===== src/design/jse_pkg.sv =====
// Shared types, character codes and helpers for the JSON string escaper.
package jse_pkg;

  localparam int unsigned MaxOut = 10;  // most bytes one request can produce
  localparam int unsigned LenW   = 4;   // holds 0..MaxOut

  typedef logic [LenW-1:0] len_t;

  typedef struct packed {
    logic [7:0] in_byte;
    logic       has_byte;
    logic       first;
    logic       last;
  } in_req_t;

  typedef struct packed {
    logic [7:0] out_byte;
    logic       end_of_run;
  } out_req_t;

  // One classified request: its output text, byte 0 goes out first.
  typedef struct packed {
    logic [MaxOut-1:0][7:0] text;
    len_t                   len;
  } job_t;

  // Queue write side seen by the front end.
  typedef struct packed {
    logic push;
    job_t job;
  } jse_push_t;

  // Held UTF-8 prefix of a line or paragraph separator.
  typedef enum logic [2:0] {
    HeldNone = 3'b001,
    HeldE2   = 3'b010,
    HeldE280 = 3'b100
  } held_t;

  localparam logic [7:0] ChQuote  = 8'h22;
  localparam logic [7:0] ChBslash = 8'h5c;
  localparam logic [7:0] ChLowU   = 8'h75;
  localparam logic [7:0] ChZero   = 8'h30;
  localparam logic [7:0] ChTwo    = 8'h32;
  localparam logic [7:0] ChEight  = 8'h38;
  localparam logic [7:0] ChNine   = 8'h39;
  localparam logic [7:0] ChLowB   = 8'h62;
  localparam logic [7:0] ChLowF   = 8'h66;
  localparam logic [7:0] ChLowN   = 8'h6e;
  localparam logic [7:0] ChLowR   = 8'h72;
  localparam logic [7:0] ChLowT   = 8'h74;
  localparam logic [7:0] ChBs     = 8'h08;
  localparam logic [7:0] ChFf     = 8'h0c;
  localparam logic [7:0] ChLf     = 8'h0a;
  localparam logic [7:0] ChCr     = 8'h0d;
  localparam logic [7:0] ChTab    = 8'h09;
  localparam logic [7:0] CtrlMax  = 8'h1f;
  localparam logic [7:0] Utf8Lead = 8'he2;
  localparam logic [7:0] Utf8Mid  = 8'h80;
  localparam logic [7:0] Utf8Ls   = 8'ha8;
  localparam logic [7:0] Utf8Ps   = 8'ha9;

  // Lower-case hex digit.
  function automatic logic [7:0] hex_char(input logic [3:0] d);
    logic [7:0] r;
    if (d < 4'd10) begin
      r = 8'h30 + {4'h0, d};
    end else begin
      r = 8'h57 + {4'h0, d};
    end
    return r;
  endfunction

endpackage


===== src/design/json_string_escaper.sv =====
// Top level of the JSON string escaper: front end, request queue, back end.
//
//   channel | direction | handshake           | request type
//   in      | input     | in_valid / in_stall  | jse_pkg::in_req_t
//   out     | output    | out_valid / out_stall| jse_pkg::out_req_t
//
// The back end sends one output byte per cycle unless stalled; a request that
// yields no bytes is never queued and takes no back-end time.
// Input is taken every cycle while the two-entry queue has room, so plain text
// runs at one byte per cycle; with the queue and output register free, an accepted
// request is written to the queue and then its first byte to the output register.
// Reset (rst, synchronous) empties the queue, drops the held prefix and out_valid.
// out_stall freezes the output register; the queue then fills and raises in_stall.
module json_string_escaper (
  input  logic              clk,
  input  logic              rst,
  input  logic              in_valid,
  output logic              in_stall,
  input  jse_pkg::in_req_t  in_req,
  output logic              out_valid,
  input  logic              out_stall,
  output jse_pkg::out_req_t out_req
);

  jse_pkg::jse_push_t wr;
  jse_pkg::job_t      head;
  logic               full;
  logic               head_valid;
  logic               pop;

  jse_front u_front (
    .clk      (clk),
    .rst      (rst),
    .in_valid (in_valid),
    .in_req   (in_req),
    .full     (full),
    .in_stall (in_stall),
    .wr       (wr)
  );

  jse_queue u_queue (
    .clk        (clk),
    .rst        (rst),
    .wr         (wr),
    .pop        (pop),
    .full       (full),
    .head_valid (head_valid),
    .head       (head)
  );

  jse_back u_back (
    .clk        (clk),
    .rst        (rst),
    .head_valid (head_valid),
    .head       (head),
    .pop        (pop),
    .out_valid  (out_valid),
    .out_stall  (out_stall),
    .out_req    (out_req)
  );

endmodule


===== src/design/jse_front.sv =====
// Front end: takes input requests, tracks the held prefix, builds the output text.
module jse_front (
  input  logic             clk,
  input  logic             rst,
  input  logic             in_valid,
  input  jse_pkg::in_req_t in_req,
  input  logic             full,
  output logic             in_stall,
  output jse_pkg::jse_push_t wr
);

  jse_pkg::held_t held;
  jse_pkg::held_t h1, h2, held_next;

  logic [2:0][7:0] pre_txt;
  jse_pkg::len_t   pre_len;
  logic [5:0][7:0] pl_txt;
  jse_pkg::len_t   pl_len;
  logic            pl_hold;
  logic [7:0][7:0] mid_txt;
  jse_pkg::len_t   mid_len;
  logic [1:0]      fl;
  logic            use_plain;
  logic [2:0][7:0] post_txt;
  jse_pkg::len_t   post_len;
  jse_pkg::len_t   pm_len;
  logic [7:0]      b;

  assign b        = in_req.in_byte;
  assign in_stall = full;

  // Opening quote, after flushing any prefix left from an unterminated string.
  always_comb begin
    pre_txt = '0;
    pre_len = '0;
    h1      = held;
    if (in_req.first) begin
      h1 = jse_pkg::HeldNone;
      unique case (held)
        jse_pkg::HeldE2: begin
          pre_txt = {8'h00, jse_pkg::ChQuote, jse_pkg::Utf8Lead};
          pre_len = jse_pkg::len_t'(2);
        end
        jse_pkg::HeldE280: begin
          pre_txt = {jse_pkg::ChQuote, jse_pkg::Utf8Mid, jse_pkg::Utf8Lead};
          pre_len = jse_pkg::len_t'(3);
        end
        default: begin
          pre_txt = {16'h0000, jse_pkg::ChQuote};
          pre_len = jse_pkg::len_t'(1);
        end
      endcase
    end
  end

  // Escape of one byte with nothing held.
  always_comb begin
    pl_txt  = '0;
    pl_len  = '0;
    pl_hold = 1'b0;
    case (b)
      jse_pkg::ChBslash: begin
        pl_txt = {32'h0, jse_pkg::ChBslash, jse_pkg::ChBslash};
        pl_len = jse_pkg::len_t'(2);
      end
      jse_pkg::ChQuote: begin
        pl_txt = {32'h0, jse_pkg::ChQuote, jse_pkg::ChBslash};
        pl_len = jse_pkg::len_t'(2);
      end
      jse_pkg::ChBs: begin
        pl_txt = {32'h0, jse_pkg::ChLowB, jse_pkg::ChBslash};
        pl_len = jse_pkg::len_t'(2);
      end
      jse_pkg::ChFf: begin
        pl_txt = {32'h0, jse_pkg::ChLowF, jse_pkg::ChBslash};
        pl_len = jse_pkg::len_t'(2);
      end
      jse_pkg::ChLf: begin
        pl_txt = {32'h0, jse_pkg::ChLowN, jse_pkg::ChBslash};
        pl_len = jse_pkg::len_t'(2);
      end
      jse_pkg::ChCr: begin
        pl_txt = {32'h0, jse_pkg::ChLowR, jse_pkg::ChBslash};
        pl_len = jse_pkg::len_t'(2);
      end
      jse_pkg::ChTab: begin
        pl_txt = {32'h0, jse_pkg::ChLowT, jse_pkg::ChBslash};
        pl_len = jse_pkg::len_t'(2);
      end
      jse_pkg::Utf8Lead: begin
        pl_hold = 1'b1;
      end
      default: begin
        if (b <= jse_pkg::CtrlMax) begin
          pl_txt = {jse_pkg::hex_char(b[3:0]), jse_pkg::hex_char(b[7:4]),
                    jse_pkg::ChZero, jse_pkg::ChZero, jse_pkg::ChLowU, jse_pkg::ChBslash};
          pl_len = jse_pkg::len_t'(6);
        end else begin
          pl_txt = {40'h0, b};
          pl_len = jse_pkg::len_t'(1);
        end
      end
    endcase
  end

  // Byte against the held prefix.
  always_comb begin
    mid_txt   = '0;
    mid_len   = '0;
    h2        = h1;
    fl        = 2'd0;
    use_plain = 1'b0;
    if (in_req.has_byte) begin
      use_plain = 1'b1;
      unique case (h1)
        jse_pkg::HeldE280: begin
          if (b == jse_pkg::Utf8Ls || b == jse_pkg::Utf8Ps) begin
            use_plain = 1'b0;
            mid_txt = {16'h0, ((b == jse_pkg::Utf8Ls) ? jse_pkg::ChEight : jse_pkg::ChNine),
                       jse_pkg::ChTwo, jse_pkg::ChZero, jse_pkg::ChTwo,
                       jse_pkg::ChLowU, jse_pkg::ChBslash};
            mid_len = jse_pkg::len_t'(6);
            h2      = jse_pkg::HeldNone;
          end else begin
            fl = 2'd2;
          end
        end
        jse_pkg::HeldE2: begin
          if (b == jse_pkg::Utf8Mid) begin
            use_plain = 1'b0;
            h2        = jse_pkg::HeldE280;
          end else begin
            fl = 2'd1;
          end
        end
        default: begin
          fl = 2'd0;
        end
      endcase
      if (use_plain) begin
        // broken prefix goes out raw ahead of the byte's own text
        mid_txt = {16'h0, pl_txt} << {fl, 3'b000};
        if (fl != 2'd0) begin
          mid_txt[0] = jse_pkg::Utf8Lead;
        end
        if (fl == 2'd2) begin
          mid_txt[1] = jse_pkg::Utf8Mid;
        end
        mid_len = jse_pkg::len_t'(pl_len + {2'b00, fl});
        h2      = pl_hold ? jse_pkg::HeldE2 : jse_pkg::HeldNone;
      end
    end
  end

  // Closing quote, after flushing what is still held.
  always_comb begin
    post_txt  = '0;
    post_len  = '0;
    held_next = h2;
    if (in_req.last) begin
      held_next = jse_pkg::HeldNone;
      unique case (h2)
        jse_pkg::HeldE2: begin
          post_txt = {8'h00, jse_pkg::ChQuote, jse_pkg::Utf8Lead};
          post_len = jse_pkg::len_t'(2);
        end
        jse_pkg::HeldE280: begin
          post_txt = {jse_pkg::ChQuote, jse_pkg::Utf8Mid, jse_pkg::Utf8Lead};
          post_len = jse_pkg::len_t'(3);
        end
        default: begin
          post_txt = {16'h0000, jse_pkg::ChQuote};
          post_len = jse_pkg::len_t'(1);
        end
      endcase
    end
  end

  assign pm_len = jse_pkg::len_t'(pre_len + mid_len);

  always_comb begin
    wr.job.text = {56'h0, pre_txt}
                | ({16'h0, mid_txt} << {pre_len, 3'b000})
                | ({56'h0, post_txt} << {pm_len, 3'b000});
    wr.job.len  = jse_pkg::len_t'(pm_len + post_len);
    wr.push     = in_valid && !full && (wr.job.len != '0);
  end

  always_ff @(posedge clk) begin
    if (rst) begin
      held <= jse_pkg::HeldNone;
    end else if (in_valid && !full) begin
      held <= held_next;
    end
  end

endmodule


===== src/design/jse_queue.sv =====
// Two-entry queue of classified requests between front and back ends.
module jse_queue (
  input  logic               clk,
  input  logic               rst,
  input  jse_pkg::jse_push_t wr,
  input  logic               pop,
  output logic               full,
  output logic               head_valid,
  output jse_pkg::job_t      head
);

  jse_pkg::job_t mem [2];
  logic          wr_ptr;
  logic          rd_ptr;
  logic [1:0]    count;

  assign full       = (count == 2'd2);
  assign head_valid = (count != 2'd0);
  assign head       = mem[rd_ptr];

  always_ff @(posedge clk) begin
    if (wr.push) begin
      mem[wr_ptr] <= wr.job;
    end
  end

  always_ff @(posedge clk) begin
    if (rst) begin
      wr_ptr <= 1'b0;
      rd_ptr <= 1'b0;
      count  <= 2'd0;
    end else begin
      if (wr.push) begin
        wr_ptr <= ~wr_ptr;
      end
      if (pop) begin
        rd_ptr <= ~rd_ptr;
      end
      case ({wr.push, pop})
        2'b10:   count <= count + 2'd1;
        2'b01:   count <= count - 2'd1;
        default: count <= count;
      endcase
    end
  end

endmodule


===== src/design/jse_back.sv =====
// Back end: sends queued text via an output register, one byte per unstalled cycle.
module jse_back (
  input  logic              clk,
  input  logic              rst,
  input  logic              head_valid,
  input  jse_pkg::job_t     head,
  output logic              pop,
  output logic              out_valid,
  input  logic              out_stall,
  output jse_pkg::out_req_t out_req
);

  jse_pkg::len_t idx;
  logic          load;
  logic          at_end;

  assign load   = head_valid && (!out_valid || !out_stall);
  assign at_end = (idx == jse_pkg::len_t'(head.len - jse_pkg::len_t'(1)));
  assign pop    = load && at_end;

  always_ff @(posedge clk) begin
    if (load) begin
      out_req.out_byte   <= head.text[idx];
      out_req.end_of_run <= at_end;
    end
  end

  always_ff @(posedge clk) begin
    if (rst) begin
      out_valid <= 1'b0;
      idx       <= '0;
    end else begin
      if (load) begin
        out_valid <= 1'b1;
        idx       <= at_end ? '0 : jse_pkg::len_t'(idx + jse_pkg::len_t'(1));
      end else if (!out_stall) begin
        out_valid <= 1'b0;
      end
    end
  end

endmodule


===== config.mk =====
export PLATFORM = sky130hd
export DESIGN_NAME = json_string_escaper
export DESIGN_NICKNAME = d
export VERILOG_FILES = /design/src/design/jse_pkg.sv /design/src/design/json_string_escaper.sv /design/src/design/jse_front.sv /design/src/design/jse_queue.sv /design/src/design/jse_back.sv
export SDC_FILE = /design/constraint.sdc
export NUM_CORES = 1
export LEC_CHECK = 0
export BUFFER_PORTS_ARGS = -buffer_cell sky130_fd_sc_hd__buf_2
export CAP_MARGIN = 20
export CORE_MARGIN = 4
export CORE_UTILIZATION = 60
export CTS_CLUSTER_DIAMETER = 100
export DETAILED_ROUTE_END_ITERATION = 8
export PLACE_DENSITY = 0.84
export SYNTH_ARGS = -nofsm -noshare
export SYNTH_HDL_FRONTEND = slang
export SYNTH_SLANG_ARGS = --single-unit

===== constraint.sdc =====
create_clock -name clk -period 10.7 [get_ports clk]
set_input_delay 1.07 -clock clk [delete_from_list [all_inputs] [get_ports clk]]
set_output_delay 1.07 -clock clk [all_outputs]
set_load 0.01 [all_outputs]

==> run_results.csv, run 1 <==
group,metric,value,unit
worst_setup_path,critPathRequiredTime,10.76,ns
grt,gr-total-overflow,0,
sta,layout_setup_ws,3.785,ns
floorplanning,core,16120,sq um
logic_synthesis,synthCells,796,
clocking,htree_levels,4,
run_status,status,"complete, no violations",
clocking,cts_tree,"done",
clocking,cts-root-buf,"clkbuf_16",
placed_design,dp_hpwl,19.37,mm
detailed_routing,ant_nets,0,
worst_setup_path,crit_arrival,6.98,ns
detailed_routing,first_pass_iters,6,
sta,final-hold-violation-count,0,
sta,tightest_slew,1.155,ns
worst_setup_path,crit_fanout,74,
logic_synthesis,synthFlopType,"edfxtp_1",
placed_design,pre_cts_ws,3.441,ns
placed_design,portBuffers,25,
clocking,ctsResizeCount,0,
pwr,p_leak,3.747,nW
detailed_routing,dr_total_vias,7310,
floorplanning,dieArea,18810,sq um
sta,tns,0,ns
floorplanning,die_h,137.2,um
logic_synthesis,synth_area,10010,sq um
clocking,clockBufferDepth,2,
grt,grt_pass1_wl,43.72,mm
logic_synthesis,ys_top_cells_by_count,"edfxtp_1 (177), nor2_1 (76), nand2_1 (62), mux4_2 (48), a21oi_1 (35)",
placed_design,place.gp.congestion,1.025,
detailed_routing,wl,28.06,mm
pwr,totalPowerFinal,0.002003,W
logic_synthesis,synth.top_cell.area_share,53.11,%
finish,antenna-diode-count,0,
placed_design,post_dp_cell_area,10320,sq um
grt,grt_max_degree,76,
logic_synthesis,synth_seq_area_share,55.71,%
grt,antenna_found_initial,0,
grt,grt_pass1_vias,7261,
finish,fin_area,10920,sq um
sta,fmax,144.6,MHz
clocking,cts_buffers,17,
run,max_cap_viol_count,0,
finish,drive_gt1_share,18.25,%
clocking,cts.sinks,190,
min_path,hold_depth,2,
clocking,postCtsHoldBufs,0,
clocking,clk_latency,0.45,ns
min_path,hold_path.class,"reg2reg",
logic_synthesis,syn_area_per_cell,12.57,sq um
worst_setup_path,startpoint_type,"input pin",
worst_setup_path,worst_r2r_path_depth,16,
logic_synthesis,yosysTopAreaCell,"edfxtp_1",
logic_synthesis,yosysMostFrequentCell,"edfxtp_1",
logic_synthesis,async_reset_ff_share,0,%
sta,rsz0062_at_grt,"no",
floorplanning,dieWidth,137.2,um
sta,relSlewSlack,21.97,%
clocking,clk_pin_slew,0.08,ns
sta,fin_crit,6.915,ns
detailed_routing,drtIter0Drc,1204,
sta,holdWs,0.4723,ns
floorplanning,io_pins,26,
logic_synthesis,synth_area_leaders,"edfxtp_1 (53%), mux4_2 (11%), nor2_1 (2.9%), dfxtp_1 (2.6%), nand2_1 (2.3%)",
detailed_routing,via_per_inst,7.042,
pwr,cellPowerDensity,183.4,nW/um^2
finish,syn2layout_area_growth,9.151,%
detailed_routing,drc,0,
pwr,ir_worst_vdd,0.1295,mV
logic_synthesis,ys_seq_elements,190,
floorplanning,rows,46,
detailed_routing,wl_per_cell,27.03,um
sta,setup_violations,0,
logic_synthesis,yosysUniqueCellTypes,86,
clocking,postCtsSetupRepairBufs,0,
worst_setup_path,cp-end-kind,"flop",
sta,period_share,64.63,%
worst_setup_path,criticalPathCategory,"in2reg",
sta,finClkSkew,0.01268,ns
sta,drv_slew,0,
finish,nNetsFinal,845,
grt,grt.total_usage,31.71,%
logic_synthesis,synth-edff-count,177,
floorplanning,start_util,62.10,%
logic_synthesis,yosysWarnings,0,
-- metrics by stage --
step                      util, %  std cells
after floorplan                 -        803
after global placement      64.02       1005
after detailed placement    64.02       1005
after CTS                   67.74       1037
after global routing        67.79       1038
final                       67.79       1038
-- cell families after synthesis --
kind of cell	Yosys count	synth area share, %
AOI/OAI and AO/OA	176	11.80
xor gates and xnor gates	20	1.825
buffers and inverters	82	3.238
DFF	190	55.71
other	1	0.03747
adders and majority gates	21	2.850
and+or+nand+nor	248	12.70
muxes	58	11.84
-- worst max-delay path, stage by stage --
cell and delay (ns):
buf_2 0.13, inv_1 0.22, ha_1 0.34, nand4b_1 0.17, or2_2 0.33, nand4_1 0.28, inv_1 0.18, nor2_1 0.36
fa_1 0.48, nor2_1 0.12, nor2_1 0.08, fa_1 0.81, inv_1 0.20, fa_1 0.48, inv_1 0.11, nor3b_1 0.06
a31oi_1 0.20, o21ai_2 0.15, nor2_4 0.32, buf_4 0.79
-- power by group --
group / internal (W) / switching (W)
registers: 0.000925 / 0.0000356
clock network: 0.000320 / 0.000320
logic: 0.000166 / 0.000236
-- flip-flops by register name, summed over array words and instances, names as in the netlist, named ones only --
register          cells
u_back.idx            4
u_back.out_req        9
u_back.out_valid      1
u_front.held          3
u_queue.count         2
u_queue.mem         168
u_queue.rd_ptr        1
u_queue.wr_ptr        1
-- cell type report --
cell class              instances  area [sq um]
flip-flops and latches        190          5578
fillers                      1124          5191
multi-input cells             531          4156
clock buffers                  17         425.4
well taps                     216         270.3
repair buffers                 33         185.2
clock inverters                15         173.9
inverters                      36         135.1
-- cell usage in the layout (no fill, tap or decap), types with 7 or more instances in the layout --
master     instances
edfxtp_1         177
nor2_1            74
nand2_1           62
mux4_2            48
a21oi_1           35
inv_1             33
o21ai_0           33
o22ai_1           27
buf_2             25
ha_1              18
nor3_1            17
nand3_1           17
clkbuf_16         17
a31oi_1           12
dfxtp_1           11
xnor2_1           10
xor2_1             9
o31ai_1            9
and2_1             8
nand4_1            8
or3_1              8
buf_4              8
conb_1             8
mux2i_1            7
or2_2              7
nand2b_1           7
-- worst paths after layout --
check	startpoint	to	slack, ns
min	u_back.out_valid	u_back.out_valid	0.47
max reg2reg	u_front.held[0]	u_queue.mem[0][24]	4.57
min reg2reg	u_back.out_valid	u_back.out_valid	0.47
max	in_req[4]	u_queue.mem[0][24]	3.78
-- routing by layer --
layer	part of all wire [%]	up-vias	global-route usage (%)	wire length [um]
li1	-	3103	-	-
met1	38	3563	44.06	10620
met2	48	549	50.93	13590
met3	10	95	6.544	2918
met4	3.3	0	9.812	927
met5	0	-	0	0
Power figures use the tool's default switching activity.
==> run 2: changes to the inputs <==
==> constraint.sdc (replaced) <==
create_clock -name clk -period 7.17 [get_ports clk]
set_input_delay 0.717 -clock clk [delete_from_list [all_inputs] [get_ports clk]]
set_output_delay 0.717 -clock clk [all_outputs]
set_load 0.01 [all_outputs]
==> run 2 against run 1 <==
Sequential share of layout area down 0.18 points. Wire length down 1.9%. Worst setup slack worse by 2.9 ns. Die area unchanged.
==> run_results.csv, run 2 (synthesis results as in run 1) <==
group,metric,value,unit
run_status,status,"complete, no violations",
sta,fmax,160.0,MHz
worst_setup_path,criticalPathCategory,"in2reg",
grt,grt.total_usage,30.81,%
pwr,ir_worst_vdd,0.2486,mV
grt,gr-total-overflow,0,
placed_design,place.gp.congestion,0.9969,
worst_setup_path,critPathSlowestCell,"fa_1",
finish,largest_reg_flops,168,
floorplanning,io_pins,26,
clocking,cts_tree,"done",
clocking,postCtsHoldBufs,0,
finish,nNetsFinal,847,
grt,grt_max_degree,85,
sta,fin_crit,6.250,ns
finish,layout_common_cells,"edfxtp_1 (177), nor2_1 (74), nand2_1 (62)",
floorplanning,dieWidth,137.2,um
sta,rsz0062_at_grt,"no",
detailed_routing,via_per_inst,7.027,
floorplanning,rows,46,
sta,final-hold-violation-count,0,
pwr,cellPowerDensity,271.4,nW/um^2
clocking,cts_buffers,17,
grt,grt_pass1_wl,42.52,mm
placed_design,placed_cells,1008,
floorplanning,start_util,62.10,%
sta,finClkSkew,0.006946,ns
detailed_routing,drtIter0Drc,971,
clocking,clk_latency,0.43,ns
finish,final_cells,1040,
min_path,hold_depth,2,
pwr,p_leak,3.762,nW
worst_setup_path,startpoint_type,"input pin",
floorplanning,core,16120,sq um
sta,drv_slew,0,
finish,fill_cells,1126,
min_path,hold_path.class,"reg2reg",
finish,layout_commonest_cell,"edfxtp_1",
detailed_routing,first_pass_iters,6,
detailed_routing,dr_total_vias,7308,
placed_design,portBuffers,25,
worst_setup_path,path_common_cell,"inv_1",
sta,setup_violations,0,
run,max_cap_viol_count,0,
finish,syn2layout_area_growth,9.527,%
worst_setup_path,crit_arrival,6.35,ns
clocking,cts-root-buf,"clkbuf_16",
worst_setup_path,worst_r2r_path_depth,14,
detailed_routing,drc,0,
worst_setup_path,path_cells,"buf_2 > inv_1 > ha_1 > nand4b_1 > or2_2 > nand4_1 > inv_1 > nor2_1 > fa_1 > nor2_1 > nor2_1 > fa_1 > inv_1 > fa_1 > inv_1 > nor3b_1 > a31oi_1 > o21ai_2 > nor2_4 > buf_12",
finish,drive_gt1_share,18.45,%
sta,period_share,87.16,%
worst_setup_path,critPathRequiredTime,7.27,ns
detailed_routing,wl,27.53,mm
clocking,postCtsSetupRepairBufs,0,
clocking,htree_levels,4,
clocking,clockBufferDepth,2,
worst_setup_path,critPathMaxStageDelay,0.81,ns
worst_setup_path,cp-end-kind,"flop",
finish,top_regs,"u_queue.mem: 168 flops, u_back.out_req: 9 flops, u_back.idx: 4 flops",
finish,top_register,"u_queue.mem",
floorplanning,die_h,137.2,um
sta,tns,0,ns
clocking,clk_pin_slew,0.07,ns
floorplanning,dieArea,18810,sq um
finish,antenna-diode-count,0,
grt,antenna_found_initial,0,
grt,grt_pass1_vias,7215,
sta,relSlewSlack,29.01,%
detailed_routing,wl_per_cell,26.47,um
clocking,ctsResizeCount,0,
placed_design,dp_hpwl,19.81,mm
sta,tightest_slew,1.051,ns
detailed_routing,ant_nets,0,
clocking,cts.sinks,190,
worst_setup_path,crit_fanout,56,
-- run 2: area by class of cell --
| cell class | instances | area (sq um) | area share (%) |
|---|---|---|---|
| Tap cell | 216 | 270.3 | 2.465 |
| Inverter | 36 | 135.1 | 1.233 |
| Clock buffer | 17 | 425.4 | 3.881 |
| Multi-Input combinational cell | 531 | 4156 | 37.92 |
| Clock inverter | 15 | 171.4 | 1.564 |
| Sequential cell | 190 | 5578 | 50.88 |
| Timing Repair Buffer | 35 | 225.2 | 2.055 |
-- run 2: worst max-delay path: cells and delay by family --
| family | cells | cell delay, ns |
|---|---|---|
| AO/OA/AOI/OAI | 2 | 0.34 |
| adder cells (fa/ha/maj) | 4 | 2.13 |
| buffers and inverters | 6 | 1.18 |
| AND/OR/NAND/NOR | 8 | 1.94 |
-- run 2: layer usage --
metal / up-vias / routed length (um) / share of wire [%] / GRT usage [%]
li1: 3095 / - / - / -
met4: 0 / 962 / 3.5 / 10.37
met1: 3585 / 10790 / 39 / 42.10
met2: 546 / 13130 / 48 / 49.89
met3: 82 / 2645 / 9.6 / 6.250
met5: - / 0 / 0 / 0
-- run 2: worst paths after layout --
kind                                       start                  to  slack, ns
worst max register to register   u_front.held[1]  u_queue.mem[1][52]       1.20
worst max-delay path                   in_req[4]  u_queue.mem[1][52]       0.92
worst min-delay path            u_back.out_valid    u_back.out_valid       0.50
worst min register to register  u_back.out_valid    u_back.out_valid       0.50
-- run 2: through the flow --
step,hold slack (ns),utilization (%),instance area [sq um],total power (W),setup WS (ns)
global placement,0.4569,64.32,10360,0.002003,0.7663
finish,0.5020,68.02,10960,0.002975,0.9204
detailed placement,0.5071,64.32,10360,0.002053,0.5560
CTS,0.5161,68.02,10960,0.002982,0.9634
floorplan,0.4668,-,10030,0.001869,-1.308
global route,0.5450,68.02,10960,0.003088,0.5573
-- run 2: where the power goes --
part           total (W)  internal, W  switching [W]
Sequential       0.00143      0.00138      0.0000505
Clock           0.000938     0.000499       0.000439
Combinational   0.000607     0.000254       0.000353
Total            0.00297      0.00213       0.000842
==> run 3: changes to the inputs <==
--- a/config.mk
+++ b/config.mk
@@ -10,8 +10,10 @@
 export CORE_MARGIN = 4
 export CORE_UTILIZATION = 60
 export CTS_CLUSTER_DIAMETER = 100
+export CTS_CLUSTER_SIZE = 14
 export DETAILED_ROUTE_END_ITERATION = 8
 export PLACE_DENSITY = 0.84
+export REMOVE_ABC_BUFFERS = 1
 export SYNTH_ARGS = -nofsm -noshare
 export SYNTH_HDL_FRONTEND = slang
 export SYNTH_SLANG_ARGS = --single-unit
==> run 3 against run 2 <==
Non-clock buffer count up 3. Critical path type unchanged. Via count increased by 2.5%. Die area unchanged.
==> run_results.csv, run 3 (synthesis results as in run 1) <==
group,metric,value,unit
detailed_routing,wl_met1,11.22,mm
clocking,postCtsHoldBufs,0,
placed_design,dp_hpwl,20.12,mm
detailed_routing,drtIter0Drc,1037,
worst_setup_path,critPathRequiredTime,7.27,ns
worst_setup_path,startpoint_type,"input pin",
floorplanning,die_h,137.2,um
detailed_routing,dr_wl_met3,3.200,mm
worst_setup_path,crit_arrival,6.06,ns
grt,grt.total_usage,32.73,%
floorplanning,dieWidth,137.2,um
detailed_routing,first_pass_iters,8,
detailed_routing,wl,29.78,mm
pwr,cellPowerDensity,274.1,nW/um^2
sta,final-hold-violation-count,0,
sta,holdWs,0.5109,ns
floorplanning,start_util,62.10,%
sta,finClkSkew,0.01237,ns
run_status,status,"complete, no violations",
clocking,htree_levels,4,
clocking,clk_pin_slew,0.08,ns
finish,nNetsFinal,850,
pwr,ir_worst_vdd,0.1933,mV
worst_setup_path,cp-end-kind,"flop",
detailed_routing,ant_nets,0,
floorplanning,rows,46,
min_path,hold_depth,2,
worst_setup_path,crit_fanout,61,
sta,fin_crit,5.961,ns
pwr,p_leak,3.778,nW
finish,layout_commonest_cell,"edfxtp_1",
clocking,cts_tree,"done",
clocking,cts-root-buf,"clkbuf_16",
placed_design,place.gp.congestion,1.004,
detailed_routing,wl_per_cell,28.55,um
sta,period_share,83.14,%
finish,largest_reg_flops,168,
clocking,ctsResizeCount,0,
grt,antenna_found_initial,0,
run,max_cap_viol_count,0,
finish,top_register,"u_queue.mem",
sta,rsz0062_at_grt,"no",
detailed_routing,wl_met2,14.24,mm
worst_setup_path,worst_r2r_path_depth,14,
grt,grt_pass1_vias,7241,
sta,relSlewSlack,30.41,%
min_path,hold_path.class,"reg2reg",
clocking,cts.sinks,190,
floorplanning,dieArea,18810,sq um
detailed_routing,drc,0,
finish,syn2layout_area_growth,9.863,%
detailed_routing,dr_total_vias,7491,
floorplanning,io_pins,26,
pwr,totalPowerFinal,0.003014,W
grt,gr-total-overflow,0,
finish,drive_gt1_share,18.74,%
clocking,clk_latency,0.44,ns
grt,grt_max_degree,64,
detailed_routing,highest_layer,"met4",
clocking,postCtsSetupRepairBufs,0,
placed_design,post_dp_cell_area,10380,sq um
clocking,clockBufferDepth,2,
finish,antenna-diode-count,0,
placed_design,portBuffers,25,
finish,fin_area,11000,sq um
floorplanning,core,16120,sq um
sta,tightest_slew,1.042,ns
detailed_routing,via_per_inst,7.182,
sta,fmax,167.7,MHz
worst_setup_path,criticalPathCategory,"in2reg",
sta,drv_slew,0,
finish,layout_common_cells,"edfxtp_1 (177), nor2_1 (74), nand2_1 (62)",
finish,top_regs,"u_queue.mem: 168 flops, u_back.out_req: 9 flops, u_back.idx: 4 flops",
sta,setup_violations,0,
grt,grt_pass1_wl,44.70,mm
clocking,cts_buffers,17,
[run 3: changes by cell type in the layout (fill, tap and decap cells not counted), sizes merged]
cell	change
bufinv	-1
buf	+3
clkinv	+1
inv	-1
clkbuf	+1
[run 3: per-stage QoR]
step	setup TNS [ns]	setup WS, ns	cells	utilization (%)
final	0	1.209	1043	68.23
after global routing	0	0.8661	1043	68.23
after CTS	0	1.266	1042	68.11
after detailed placement	0	0.8309	1010	64.41
after global placement	0	1.024	1010	64.41
after floorplan	-241.31	-1.436	757	-
[run 3: worst paths after layout]
path | start | slack [ns] | endpoint
setup / recovery | in_req[4] | 1.21 | u_queue.mem[0][30]
hold / removal | u_back.out_valid | 0.51 | u_back.out_valid
setup reg to reg | u_front.held[1] | 1.59 | u_queue.mem[0][30]
hold reg to reg | u_back.out_valid | 0.51 | u_back.out_valid
[run 3: where the power goes]
group	total (W)	switching, W	internal, W	leakage, nW
registers	0.00145	0.0000707	0.00138	1.77
clock network	0.000941	0.000457	0.000484	0.291
logic	0.000623	0.000362	0.000261	1.72
[run 3: per-layer routing]
metal  vias to the layer above  track usage, %
met4                         0           11.42
met2                       644           52.59
met5                         -               0
met1                      3651           45.36
met3                        97           5.993
li1                       3099               -
[run 3: critical path: stages]
cell and delay (ns):
buf_2 0.13, inv_1 0.25, ha_1 0.33, nand4b_1 0.17
or2_2 0.32, nand4_1 0.09, buf_4 0.15, inv_1 0.10
nor2_1 0.33, fa_1 0.48, nor2_1 0.12, nor2_1 0.08
fa_1 0.54, inv_1 0.12, fa_1 0.48, inv_1 0.13
nor3b_1 0.07, a31oi_1 0.23, o21ai_2 0.17, nor2_4 0.64
buf_12 0.38
[run 3: area by class of cell]
class / instances / area, sq um
timing repair buffer: 38 / 260.3
multi-input combinational: 531 / 4156
clock inverter: 14 / 145.1
tap: 216 / 270.3
inverter: 36 / 135.1
clock buffer: 18 / 450.4
sequential: 190 / 5578
fill: 1095 / 5120
